`src/csbs_pkg.sv`:
```
`default_nettype none

package csbs_pkg;

   // region size limit
   localparam int MAX_BYTES_DEFAULT = 65536;

   // field widths
   localparam int BYTE_WIDTH  = 8;
   localparam int CODE_WIDTH  = 18;
   localparam int NOP_WIDTH   = 17;
   localparam int SHELL_WIDTH = 20;
   localparam int CSR_INDEX_WIDTH = 4;
   localparam int CSR_DATA_WIDTH  = 20;
   localparam int WINDOW_DEPTH    = 8;

   // configuration register indexes
   typedef enum logic [CSR_INDEX_WIDTH-1:0] {
      CSR_PATTERN_ENABLE  = 4'd0,
      CSR_CODE_THRESHOLD  = 4'd1,
      CSR_NOP_THRESHOLD   = 4'd2,
      CSR_SHELL_THRESHOLD = 4'd3
   } csr_index_type;

   // register reset values
   localparam logic                   PATTERN_ENABLE_RESET  = 1'b1;
   localparam logic [CODE_WIDTH-1:0]  CODE_THRESHOLD_RESET  = 18'd10;
   localparam logic [NOP_WIDTH-1:0]   NOP_THRESHOLD_RESET   = 17'd32;
   localparam logic [SHELL_WIDTH-1:0] SHELL_THRESHOLD_RESET = 20'd10;

   // byte patterns
   localparam logic [7:0] NOP_BYTE      = 8'h90;
   localparam logic [7:0] PUSH_EBP      = 8'h55;
   localparam logic [7:0] MOV_OPCODE    = 8'h8B;
   localparam logic [7:0] MOV_EBP_ESP   = 8'hEC;
   localparam logic [7:0] CALL_NEAR     = 8'hE8;
   localparam logic [7:0] CALL_INDIRECT = 8'hFF;
   localparam logic [7:0] TWO_BYTE_ESC  = 8'h0F;
   localparam logic [7:0] SYSCALL_LO    = 8'h05;
   localparam logic [7:0] SYSENTER_LO   = 8'h34;
   localparam logic [7:0] FS_PREFIX     = 8'h64;
   localparam logic [7:0] MOV_EAX_MOFFS = 8'hA1;
   localparam logic [7:0] PEB_OFFSET    = 8'h30;
   localparam logic [7:0] ZERO_BYTE     = 8'h00;
   localparam logic [31:0] HASH_A       = 32'hEC0E4E8E;
   localparam logic [31:0] HASH_B       = 32'h7C0DFCAA;

   // score increments
   localparam logic [2:0] CODE_PROLOGUE_ADD = 3'd1;
   localparam logic [2:0] CODE_CALL_ADD     = 3'd1;
   localparam logic [2:0] CODE_SYSCALL_ADD  = 3'd3;
   localparam logic [4:0] SHELL_PEB_ADD     = 5'd5;
   localparam logic [4:0] SHELL_HASH_ADD    = 5'd10;

endpackage

`default_nettype wire

```
`src/code_signature_byte_scanner.sv`:
```
// Result: the result word is registered and valid in the cycle after its last byte is accepted.
// Throughput: one byte per cycle; the per-byte window compares and counter updates settle
// combinationally between the window/score registers. A last byte is held off only
// while the previous result word still sits untaken in the output register.
// Reset: synchronous, active high; clears scores, position and result valid, and
// restores the configuration registers to their defaults.
`default_nettype none

module code_signature_byte_scanner #(
   parameter int MAX_BYTES = csbs_pkg::MAX_BYTES_DEFAULT
) (
   input  wire logic                                clock,
   input  wire logic                                reset,
   // byte input channel
   input  wire logic                                req_valid,
   output logic                                     req_ready,
   input  wire logic [csbs_pkg::BYTE_WIDTH-1:0]     req_data_byte,
   input  wire logic                                req_last_byte,
   // result channel
   output logic                                     rsp_valid,
   input  wire logic                                rsp_ready,
   output logic                                     rsp_has_code,
   output logic                                     rsp_has_nop_sled,
   output logic                                     rsp_has_shellcode,
   output logic [csbs_pkg::CODE_WIDTH-1:0]          rsp_code_score,
   output logic [csbs_pkg::NOP_WIDTH-1:0]           rsp_longest_nop_run,
   output logic [csbs_pkg::SHELL_WIDTH-1:0]         rsp_shell_score,
   // configuration write port
   input  wire logic                                csr_write_enable,
   input  wire logic [csbs_pkg::CSR_INDEX_WIDTH-1:0] csr_index,
   input  wire logic [csbs_pkg::CSR_DATA_WIDTH-1:0] csr_write_data
);

   localparam int POS_W   = $clog2(MAX_BYTES + 1);
   localparam int CODE_W  = csbs_pkg::CODE_WIDTH;
   localparam int NOP_W   = csbs_pkg::NOP_WIDTH;
   localparam int SHELL_W = csbs_pkg::SHELL_WIDTH;

   // configuration registers
   logic               pattern_enable_ff;
   logic [CODE_W-1:0]  code_threshold_ff;
   logic [NOP_W-1:0]   nop_threshold_ff;
   logic [SHELL_W-1:0] shell_threshold_ff;

   // scan state
   logic [7:0]         byte_window_ff [csbs_pkg::WINDOW_DEPTH];
   logic [POS_W-1:0]   byte_position_ff;
   logic [CODE_W-1:0]  code_total_ff,   code_total_in;
   logic [NOP_W-1:0]   nop_run_now_ff,  nop_run_now_in;
   logic [NOP_W-1:0]   nop_run_best_ff, nop_run_best_in;
   logic [SHELL_W-1:0] shell_total_ff,  shell_total_in;

   // result register
   logic               rsp_valid_ff;
   logic               has_code_ff, has_nop_sled_ff, has_shellcode_ff;
   logic [CODE_W-1:0]  code_score_ff;
   logic [NOP_W-1:0]   longest_nop_run_ff;
   logic [SHELL_W-1:0] shell_score_ff;

   logic               req_accept;
   logic               take_byte;
   logic [2:0]         code_add;
   logic [4:0]         shell_add;
   logic [CODE_W:0]    code_sum;
   logic [SHELL_W:0]   shell_sum;
   logic [NOP_W:0]     nop_sum;
   logic [31:0]        hash_word;

   // a last byte waits only while an untaken result sits in the output register
   assign req_ready  = !rsp_valid_ff || rsp_ready || !req_last_byte;
   assign req_accept = req_valid && req_ready;
   assign take_byte  = req_accept && (byte_position_ff < POS_W'(MAX_BYTES));

   // configuration writes
   always_ff @(posedge clock) begin
      if (reset) begin
         pattern_enable_ff  <= csbs_pkg::PATTERN_ENABLE_RESET;
         code_threshold_ff  <= csbs_pkg::CODE_THRESHOLD_RESET;
         nop_threshold_ff   <= csbs_pkg::NOP_THRESHOLD_RESET;
         shell_threshold_ff <= csbs_pkg::SHELL_THRESHOLD_RESET;
      end else if (csr_write_enable) begin
         unique case (csr_index)
            csbs_pkg::CSR_PATTERN_ENABLE:  pattern_enable_ff  <= csr_write_data[0];
            csbs_pkg::CSR_CODE_THRESHOLD:  code_threshold_ff  <= csr_write_data[CODE_W-1:0];
            csbs_pkg::CSR_NOP_THRESHOLD:   nop_threshold_ff   <= csr_write_data[NOP_W-1:0];
            csbs_pkg::CSR_SHELL_THRESHOLD: shell_threshold_ff <= csr_write_data[SHELL_W-1:0];
            default: ;
         endcase
      end
   end

   // pattern checks on the window and saturating score updates
   always_comb begin
      code_add = 3'd0;
      if (byte_window_ff[3] == csbs_pkg::PUSH_EBP && byte_window_ff[2] == csbs_pkg::MOV_OPCODE
          && byte_window_ff[1] == csbs_pkg::MOV_EBP_ESP) begin
         code_add = code_add + csbs_pkg::CODE_PROLOGUE_ADD;
      end
      if (byte_window_ff[3] == csbs_pkg::CALL_NEAR
          || byte_window_ff[3] == csbs_pkg::CALL_INDIRECT) begin
         code_add = code_add + csbs_pkg::CODE_CALL_ADD;
      end
      if (byte_window_ff[3] == csbs_pkg::TWO_BYTE_ESC
          && (byte_window_ff[2] == csbs_pkg::SYSCALL_LO
              || byte_window_ff[2] == csbs_pkg::SYSENTER_LO)) begin
         code_add = code_add + csbs_pkg::CODE_SYSCALL_ADD;
      end

      hash_word = {byte_window_ff[4], byte_window_ff[5], byte_window_ff[6], byte_window_ff[7]};
      shell_add = 5'd0;
      if (byte_window_ff[7] == csbs_pkg::FS_PREFIX && byte_window_ff[6] == csbs_pkg::MOV_EAX_MOFFS
          && byte_window_ff[5] == csbs_pkg::PEB_OFFSET
          && byte_window_ff[4] == csbs_pkg::ZERO_BYTE) begin
         shell_add = shell_add + csbs_pkg::SHELL_PEB_ADD;
      end
      if (hash_word == csbs_pkg::HASH_A || hash_word == csbs_pkg::HASH_B) begin
         shell_add = shell_add + csbs_pkg::SHELL_HASH_ADD;
      end

      code_sum  = {1'b0, code_total_ff} + (CODE_W + 1)'(code_add);
      shell_sum = {1'b0, shell_total_ff} + (SHELL_W + 1)'(shell_add);
      nop_sum   = {1'b0, nop_run_now_ff} + (NOP_W + 1)'(1);

      code_total_in   = code_total_ff;
      shell_total_in  = shell_total_ff;
      nop_run_now_in  = nop_run_now_ff;
      nop_run_best_in = nop_run_best_ff;

      if (take_byte) begin
         // a start position counts once enough bytes have followed it
         if (byte_position_ff >= POS_W'(4)) begin
            code_total_in = code_sum[CODE_W] ? '1 : code_sum[CODE_W-1:0];
         end
         if (byte_position_ff >= POS_W'(8)) begin
            shell_total_in = shell_sum[SHELL_W] ? '1 : shell_sum[SHELL_W-1:0];
         end
         if (req_data_byte == csbs_pkg::NOP_BYTE) begin
            nop_run_now_in = nop_sum[NOP_W] ? '1 : nop_sum[NOP_W-1:0];
            if (nop_run_now_in > nop_run_best_ff) begin
               nop_run_best_in = nop_run_now_in;
            end
         end else begin
            nop_run_now_in = '0;
         end
      end
   end

   // byte window shift line
   always_ff @(posedge clock) begin
      if (take_byte) begin
         byte_window_ff[0] <= req_data_byte;
         for (int k = 1; k < csbs_pkg::WINDOW_DEPTH; k++) begin
            byte_window_ff[k] <= byte_window_ff[k-1];
         end
      end
   end

   // scan state: updated per byte, cleared after the last byte
   always_ff @(posedge clock) begin
      if (reset) begin
         byte_position_ff <= '0;
         code_total_ff    <= '0;
         nop_run_now_ff   <= '0;
         nop_run_best_ff  <= '0;
         shell_total_ff   <= '0;
      end else if (req_accept && req_last_byte) begin
         byte_position_ff <= '0;
         code_total_ff    <= '0;
         nop_run_now_ff   <= '0;
         nop_run_best_ff  <= '0;
         shell_total_ff   <= '0;
      end else begin
         if (take_byte) begin
            byte_position_ff <= byte_position_ff + POS_W'(1);
         end
         code_total_ff   <= code_total_in;
         nop_run_now_ff  <= nop_run_now_in;
         nop_run_best_ff <= nop_run_best_in;
         shell_total_ff  <= shell_total_in;
      end
   end

   // result word valid
   always_ff @(posedge clock) begin
      if (reset) begin
         rsp_valid_ff <= 1'b0;
      end else if (req_accept && req_last_byte) begin
         rsp_valid_ff <= 1'b1;
      end else if (rsp_ready) begin
         rsp_valid_ff <= 1'b0;
      end
   end

   // result word payload
   always_ff @(posedge clock) begin
      if (req_accept && req_last_byte) begin
         has_code_ff        <= pattern_enable_ff && (code_total_in > code_threshold_ff);
         has_nop_sled_ff    <= pattern_enable_ff && (nop_run_best_in > nop_threshold_ff);
         has_shellcode_ff   <= pattern_enable_ff && (shell_total_in > shell_threshold_ff);
         code_score_ff      <= code_total_in;
         longest_nop_run_ff <= nop_run_best_in;
         shell_score_ff     <= shell_total_in;
      end
   end

   assign rsp_valid           = rsp_valid_ff;
   assign rsp_has_code        = has_code_ff;
   assign rsp_has_nop_sled    = has_nop_sled_ff;
   assign rsp_has_shellcode   = has_shellcode_ff;
   assign rsp_code_score      = code_score_ff;
   assign rsp_longest_nop_run = longest_nop_run_ff;
   assign rsp_shell_score     = shell_score_ff;

endmodule

`default_nettype wire
```
`config.mk`:
```
export PLATFORM = sky130hd
export DESIGN_NAME = code_signature_byte_scanner
export DESIGN_NICKNAME = d
export VERILOG_FILES = /design/src/csbs_pkg.sv /design/src/code_signature_byte_scanner.sv
export SDC_FILE = /design/constraint.sdc
export NUM_CORES = 1
export LEC_CHECK = 0
export BUFFER_PORTS_ARGS = -buffer_cell sky130_fd_sc_hd__buf_2
export CORE_MARGIN = 2
export CORE_UTILIZATION = 50
export CTS_CLUSTER_DIAMETER = 40
export CTS_CLUSTER_SIZE = 25
export DETAILED_ROUTE_END_ITERATION = 10
export PLACE_DENSITY = 0.76
export SETUP_SLACK_MARGIN = 0.05
export SYNTH_ARGS = -nofsm -noshare
export SYNTH_HDL_FRONTEND = slang
export SYNTH_SLANG_ARGS = --single-unit
export TNS_END_PERCENT = 30
```
`constraint.sdc`:
```
create_clock -name clock -period 11.9 [get_ports clock]
set_input_delay 0.595 -clock clock [delete_from_list [all_inputs] [get_ports clock]]
set_output_delay 0.595 -clock clock [all_outputs]
set_load 0.02 [all_outputs]
```
# Word-level counts from Yosys, hierarchy flattened
# Memory sizes are Yosys's and may differ from the RTL's.
# Index checks and enable logic that the tools add are counted.
classes:
  add_sub_neg: 7
  mul: 0
  n_div: 0
  n_lt_le_gt_ge: 7
  eq_ne: 17
  n_shift: 0
  mux: 20
  bitwise_logic: 0
  reduce_logical: 27
ops:
  columns: ["op", "count"]
  rows:
  - ["17-bit 2-to-1 mux", 5]
  - ["20-bit 2-to-1 mux", 3]
  - ["18-bit 2-to-1 mux", 3]
  - ["8-bit equality test, second input constant", 6]
  - ["17-bit greater-than comparator", 2]
  - ["32-bit by 31-bit equality test with 1-bit output, second input constant", 1]
  - ["32-bit equality test, second input constant", 1]
  - ["20-bit by 5-bit adder with 21-bit output", 1]
  - ["20-bit greater-than comparator", 1]
  - ["18-bit by 3-bit adder with 19-bit output", 1]
  - ["17-bit by 1-bit adder with 18-bit output, second input constant", 1]
  - ["18-bit greater-than comparator", 1]
  - ["17-bit by 1-bit adder with 17-bit output, second input constant", 1]
  - ["17-bit by 3-bit >= comparator with 1-bit output, second input constant", 1]
  - ["17-bit by 4-bit >= comparator with 1-bit output, second input constant", 1]
  - ["17-bit < comparator, second input constant", 1]
  - ["8-bit by 6-bit equality test with 1-bit output, second input constant", 2]
  - ["8-bit by 7-bit equality test with 1-bit output, second input constant", 2]
  - ["1-bit logical AND", 12]
  - ["3-bit 2-to-1 mux", 3]
  - ["4-bit by 2-bit equality test with 1-bit output, second input constant", 2]
  - ["8-bit by 3-bit equality test with 1-bit output, second input constant", 1]
  - ["8-bit by 4-bit equality test with 1-bit output, second input constant", 1]
  - ["8-bit logical NOT", 1]
  - ["other kinds (12)", 24]
totals:
  reg_bits: 204
  latch_bits: 0
  ramBits: 64
  romBits: 0
  inputBits: 38
  elab_cells: 95
  mem_count: 1
mem_list:
  columns: ["memory", "words", "width", "rd", "rd_ports_with_merged_regs", "wr", "line_no", "text"]
  rows:
  - ["byte_window_ff", 8, 8, 8, 0, 8, "code_signature_byte_scanner.sv:46", "logic [7:0] byte_window_ff [csbs_pkg::WINDOW_DEPTH];"]

# Longest topological paths before layout
# An unclocked memory read counts as a cell.
depth:
  word_depth: 15
  mapped_depth: 22
  ltp_nobuf: 22

# Worst setup path after synthesis
# OpenSTA, ideal clock, no wires.
synth_timing:
  path_kind: "input to register"
  startpoint: "in rsp_ready"
  endpoint: "reg has_shellcode_ff (netlist: rsp_has_shellcode) (data pin)"
  setup_time_ns: 0.272
  arrival_time_ns: 4.776
  required_time_ns: 11.628
  path_slack_ns: 6.852
  path_stages: 15
  n_path_buf: 1
  cell_sequence: "and3b_1 -> inv_1 -> nand2b_1 -> clkbuf_1 -> inv_1 -> nand3_1 -> nor4_1 -> xnor2_1 -> nand2_1 -> ha_1 -> and3_1 -> nand4_1 -> or3_1 -> o21ai_0 -> a21oi_1"
synth_between:
  elab_chain_cells: 7
synth_rtl:
  columns: ["item", "line_no", "text"]
  rows:
  - ["from (decl)", "code_signature_byte_scanner.sv:21", "input wire logic rsp_ready,"]
  - ["1-bit logical OR (2 in a row)", "code_signature_byte_scanner.sv:70", "assign req_ready = !rsp_valid_ff || rsp_ready || !req_last_byte;"]
  - ["named net req_ready", "code_signature_byte_scanner.sv:16", "output logic req_ready,"]
  - ["1-bit logical AND", "code_signature_byte_scanner.sv:71", "assign req_accept = req_valid && req_ready;"]
  - ["1-bit logical AND", "code_signature_byte_scanner.sv:72", "assign take_byte = req_accept && (byte_position_ff < POS_W'(MAX_BYTES));"]
  - ["named net take_byte", "code_signature_byte_scanner.sv:61", "logic take_byte;"]
  - ["20-bit 2-to-1 mux", "code_signature_byte_scanner.sv:129", "if (take_byte) begin"]
  - ["named net shell_total_in[19]", "code_signature_byte_scanner.sv:51", "logic [SHELL_W-1:0] shell_total_ff, shell_total_in;"]
  - ["20-bit greater-than comparator", "code_signature_byte_scanner.sv:199", "has_shellcode_ff <= pattern_enable_ff && (shell_total_in > shell_threshold_ff);"]
  - ["1-bit logical AND", "code_signature_byte_scanner.sv:199", null]
  - ["to (signal assigned)", "code_signature_byte_scanner.sv:199", null]
  - ["to (decl)", "code_signature_byte_scanner.sv:55", "logic has_code_ff, has_nop_sled_ff, has_shellcode_ff;"]
# The timed path passes the listed nets, and every way through them passes these cells.
# A chain may end at the register's enable or synchronous reset.

==> results.md <==
| Stage | Item | Reported |
|---|---|---|
| cells and area | Cell area after layout | 0.0145 mm^2 |
| logic synthesis | Syn_area_per_cell | 10.1 um^2 |
| cells and area | Number of non-filler instances in the completed layout | 1,693 |
| place | Total of buffers placed on input and output ports | 97 |
| cells and area | Area growth, synth to finish | 15.9% |
| detailed routing | Routed wire length | 28,800 um |
| worst setup path | Most prevalent standard cell on the critical path | sky130_fd_sc_hd__a21oi_1 |
| power and ir drop | PwrDens | 147 mW/mm^2 |
| clocking | CTS tree | built |
| die | Total die area | 0.0263 mm^2 |
| timing | Final Cycle Share | 45.8% |
| worst setup path | Worst-path cell with the longest stage delay | sky130_fd_sc_hd__nor4_1 |
| logic synthesis | Count of synthesis-stage warnings from yosys | 0 |
| detailed routing | Final ANT Viol Nets | 0 |
| logic synthesis | Fraction of post-synthesis cell area in the top cell type by area | 29.3% |
| logic synthesis | Top-count cell post-synth | sky130_fd_sc_hd__nand2_1 |
| timing | Fin crit period | 5.46 ns |
| place | DP Area | 0.0133 mm^2 |
| cells and area | Layout cell share with drive strength beyond 1 | 14.1% |
| global routing | Via count of the first global-routing pass | 9,142 |
| logic synthesis | Flip-flop and latch count after synthesis | 268 |
| clocking | Quantity of gates resized following cts | 0 |
| die | Total I/O pin count | 98 |
| timing | Number of failing hold endpoints at the final stage | 0 |
| worst setup path | Required time of the worst setup path | 12.13 ns |
| global routing | GRT Total Usage | 22.1% |
| die | Starting Density | 51.1% |
| detailed routing | Routed vias | 9,477 |
| cells and area | Layout net count | 1,468 |
| timing | Final setup vio count | 0 |
| worst setup path | Critical Setup Path Class | reg2reg |
| clocking | Clock sink total | 268 |
| cells and area | Number of inserted filler cells in the final layout | 2,004 |
| logic synthesis | Area of the mapped netlist | 0.0125 mm^2 |
| global routing | Global-route wire length before repair | 46,400 um |
| clocking | Clock transition at the registers of the reported paths | 0.06 ns |
| detailed routing | Vias per std cell | 5.60 |
| global routing | Antenna violations before repair | 0 |
| place | Routability congestion estimate | 0.871 |
| timing | Worst setup skew after layout | 0.0230 ns |
| detailed routing | Routed WL per cell | 17.0 um |
| timing | Final-layout setup total negative slack | 0 ns |
| place | Detailed Place HPWL | 20,200 um |
| worst setup path | CP startpoint kind | flop |
| timing | Maximum operating frequency | 183 MHz |
| logic synthesis | Count of unique library cells instantiated by Yosys | 59 |
| worst setup path | Kind of capture point of the worst setup path | flop |
| detailed routing | DR pass1 iterations | 5 |
| clocking | Number of buffers inserted by hold repair at cts | 0 |
| run | Reported max-cap violation count | 0 |
| logic synthesis | Number of nets produced by synthesis | 1,367 |
| global routing | Maximum number of pins on one net before global-route repair | 70 |
| detailed routing | DRT iter0 DRCs | 753 |
| power and ir drop | LEAKAGE | 5.69 nW |
| clocking | Library cell used as clock root buffer | sky130_fd_sc_hd__clkbuf_16 |
| place | Number of cells after detailed placement | 1,630 |
| logic synthesis | Cells after synthesis | 1,242 |
| timing | Max-slew headroom | 18.6% |
| cells and area | Antenna cell count | 0 |
| timing | Final count of pins violating max slew | 0 |
| die | X dimension of the die | 162 um |
| min path | Hold Path Class | in2reg |
| logic synthesis | Share of synthesized area occupied by flip-flops and latches | 52.7% |
| worst setup path | Worst EP arrival | 5.68 ns |
| logic synthesis | Synth async-reset ratio | 0% |
| logic synthesis | Most frequent cells after synthesis | sky130_fd_sc_hd__nand2_1, sky130_fd_sc_hd__dfxtp_1, sky130_fd_sc_hd__edfxtp_1, sky130_fd_sc_hd__a21oi_1, sky130_fd_sc_hd__inv_1 |
| global routing | Leftover overflow at the end of global routing | 0 |
| clocking | Post-CTS setup buffer count | 0 |
| logic synthesis | Prevailing post-synth register cell | sky130_fd_sc_hd__dfxtp_1 |
| logic synthesis | Post-synth EDFFs | 122 |
| worst setup path | Max FO, Critical Path | 30 |
| clocking | Number of H-tree branching levels | 2 |
| worst setup path | Cell-by-cell trace of the critical path | nor4b_1, nand4_1, nor4b_1, a21oi_1, nor4_1, ha_1, a21oi_1, nor4_1, nand2_1, nand2_1, ha_1, and3_1, a211oi_1, a21oi_1, a2111oi_0, a21oi_1 |
| timing | Worst-margin pin slew | 1.22 ns |
| clocking | Number of buffers created by CTS | 35 |
| logic synthesis | Cell type with the highest aggregate area in the netlist | sky130_fd_sc_hd__edfxtp_1 |
| clocking | Max clock buf depth | 3 |
| die | Die Span Y | 162 um |
| clocking | Clock Latency Late Sink | 0.51 ns |
| timing | Unrepaired setup endpoints after global routing | no |
| worst setup path | Largest stage delay, worst path | 0.68 ns |
| die | Core region area | 0.0245 mm^2 |
| detailed routing | Residual DRC | 0 |
| die | Site row count | 57 |
| logic synthesis | Leading cell types by total area after synthesis | sky130_fd_sc_hd__edfxtp_1, sky130_fd_sc_hd__dfxtp_1, sky130_fd_sc_hd__ha_1 |
| power and ir drop | Worst IR drop on VDD | 0.112 mV |
| worst setup path | Worst setup slack for register-to-register paths | 6.44 ns |
| run status | Result of the run | complete, no violations |
[worst paths after layout]
kind,start,end,cells past startpoint
hold / removal,req_data_byte[6],byte_window_ff[0][6],1
setup / recovery,byte_window_ff[1][20],rsp_has_shellcode,16
setup reg to reg,byte_window_ff[1][20],rsp_has_shellcode,16
hold reg to reg,byte_window_ff[0][5],byte_window_ff[0][13],0
[logic make-up after synthesis]
kind of cell / Yosys count / share of synthesized area (%)
buffers and inverters: 129 / 3.93
xor gates and xnor gates: 41 / 2.87
muxes: 26 / 2.59
DFF: 268 / 52.7
adders and majority gates: 87 / 8.82
AOI/OAI and AO/OA: 211 / 10.1
and+or+nand+nor: 480 / 19.1
[area by class of cell]
type                    instances  area (um^2)  share of cell area (%)
inverters                      90          338                    2.33
multi-input cells             845         5440                    37.5
repair buffers                103          531                    3.66
well taps                     324          405                    2.80
clock inverters                22          243                    1.68
flip-flops and latches        268         6590                    45.4
clock buffers                  41          951                    6.56
[where the power goes]
| group | switching (mW) | internal (mW) |
|---|---|---|
| Combinational | 0.0523 | 0.0211 |
| Clock | 0.422 | 0.634 |
| Sequential | 0.0143 | 0.990 |
| Total | 0.488 | 1.65 |
[flip-flops by register name, indices dropped and copies added, names as in the netlist, 18 cells and up]
register and flops:
shell_threshold_ff 20, shell_total_ff 20, code_threshold_ff 18, byte_window_ff 64, code_total_ff 18, rsp_code_score 18
rsp_shell_score 20
[placed cells by master, fill, tap and decap left out, drive strengths merged, types with 4 or more instances in the layout]
cell / n
a211oi: 7
a21o: 16
a21oi: 111
a22oi: 17
a311oi: 4
a31oi: 14
and2: 34
and3: 21
and4: 7
buf: 103
clkbuf: 41
clkinv: 10
dfxtp: 146
edfxtp: 122
ha: 85
inv: 99
mux2: 24
nand2: 192
nand2b: 10
nand3: 30
nand3b: 4
nand4: 35
nor2: 68
nor2b: 6
nor3: 22
nor4: 19
nor4b: 5
o21a: 5
o21ai: 22
or3: 8
or4: 6
xnor2: 26
xor2: 15
[worst max-delay path: cells and delay by family, from the launching register on]
family,cells,cell delay (ns)
AOI/OAI and AO/OA,6,1.26
adders and majority gates,2,0.76
DFF,1,0.40
and+or+nand+nor,8,2.75
[per-layer routing]
layer | routed length, um | up-vias | GRT usage, % | share of wire (%)
met5 | 0 | - | 0 | 0
met4 | 886 | 0 | 7.84 | 3.1
met3 | 1560 | 74 | 3.98 | 5.4
met2 | 13900 | 258 | 37.5 | 48
met1 | 12500 | 4513 | 28.4 | 43
li1 | - | 4632 | - | -
[stage by stage]
step           setup slack [ns]  hold slack, ns  power, mW  utilization, %
5_1_grt                    6.00           0.252       2.20            59.2
2_1_floorplan              6.85           0.400       1.06               -
3_5_place_dp               6.56           0.408       1.10            54.4
3_3_place_gp               6.77           0.402       1.09            54.4
6_report                   6.44           0.265       2.13            59.2
4_1_cts                    6.44           0.253       2.15            59.2
(Power assumes the default switching activity.)
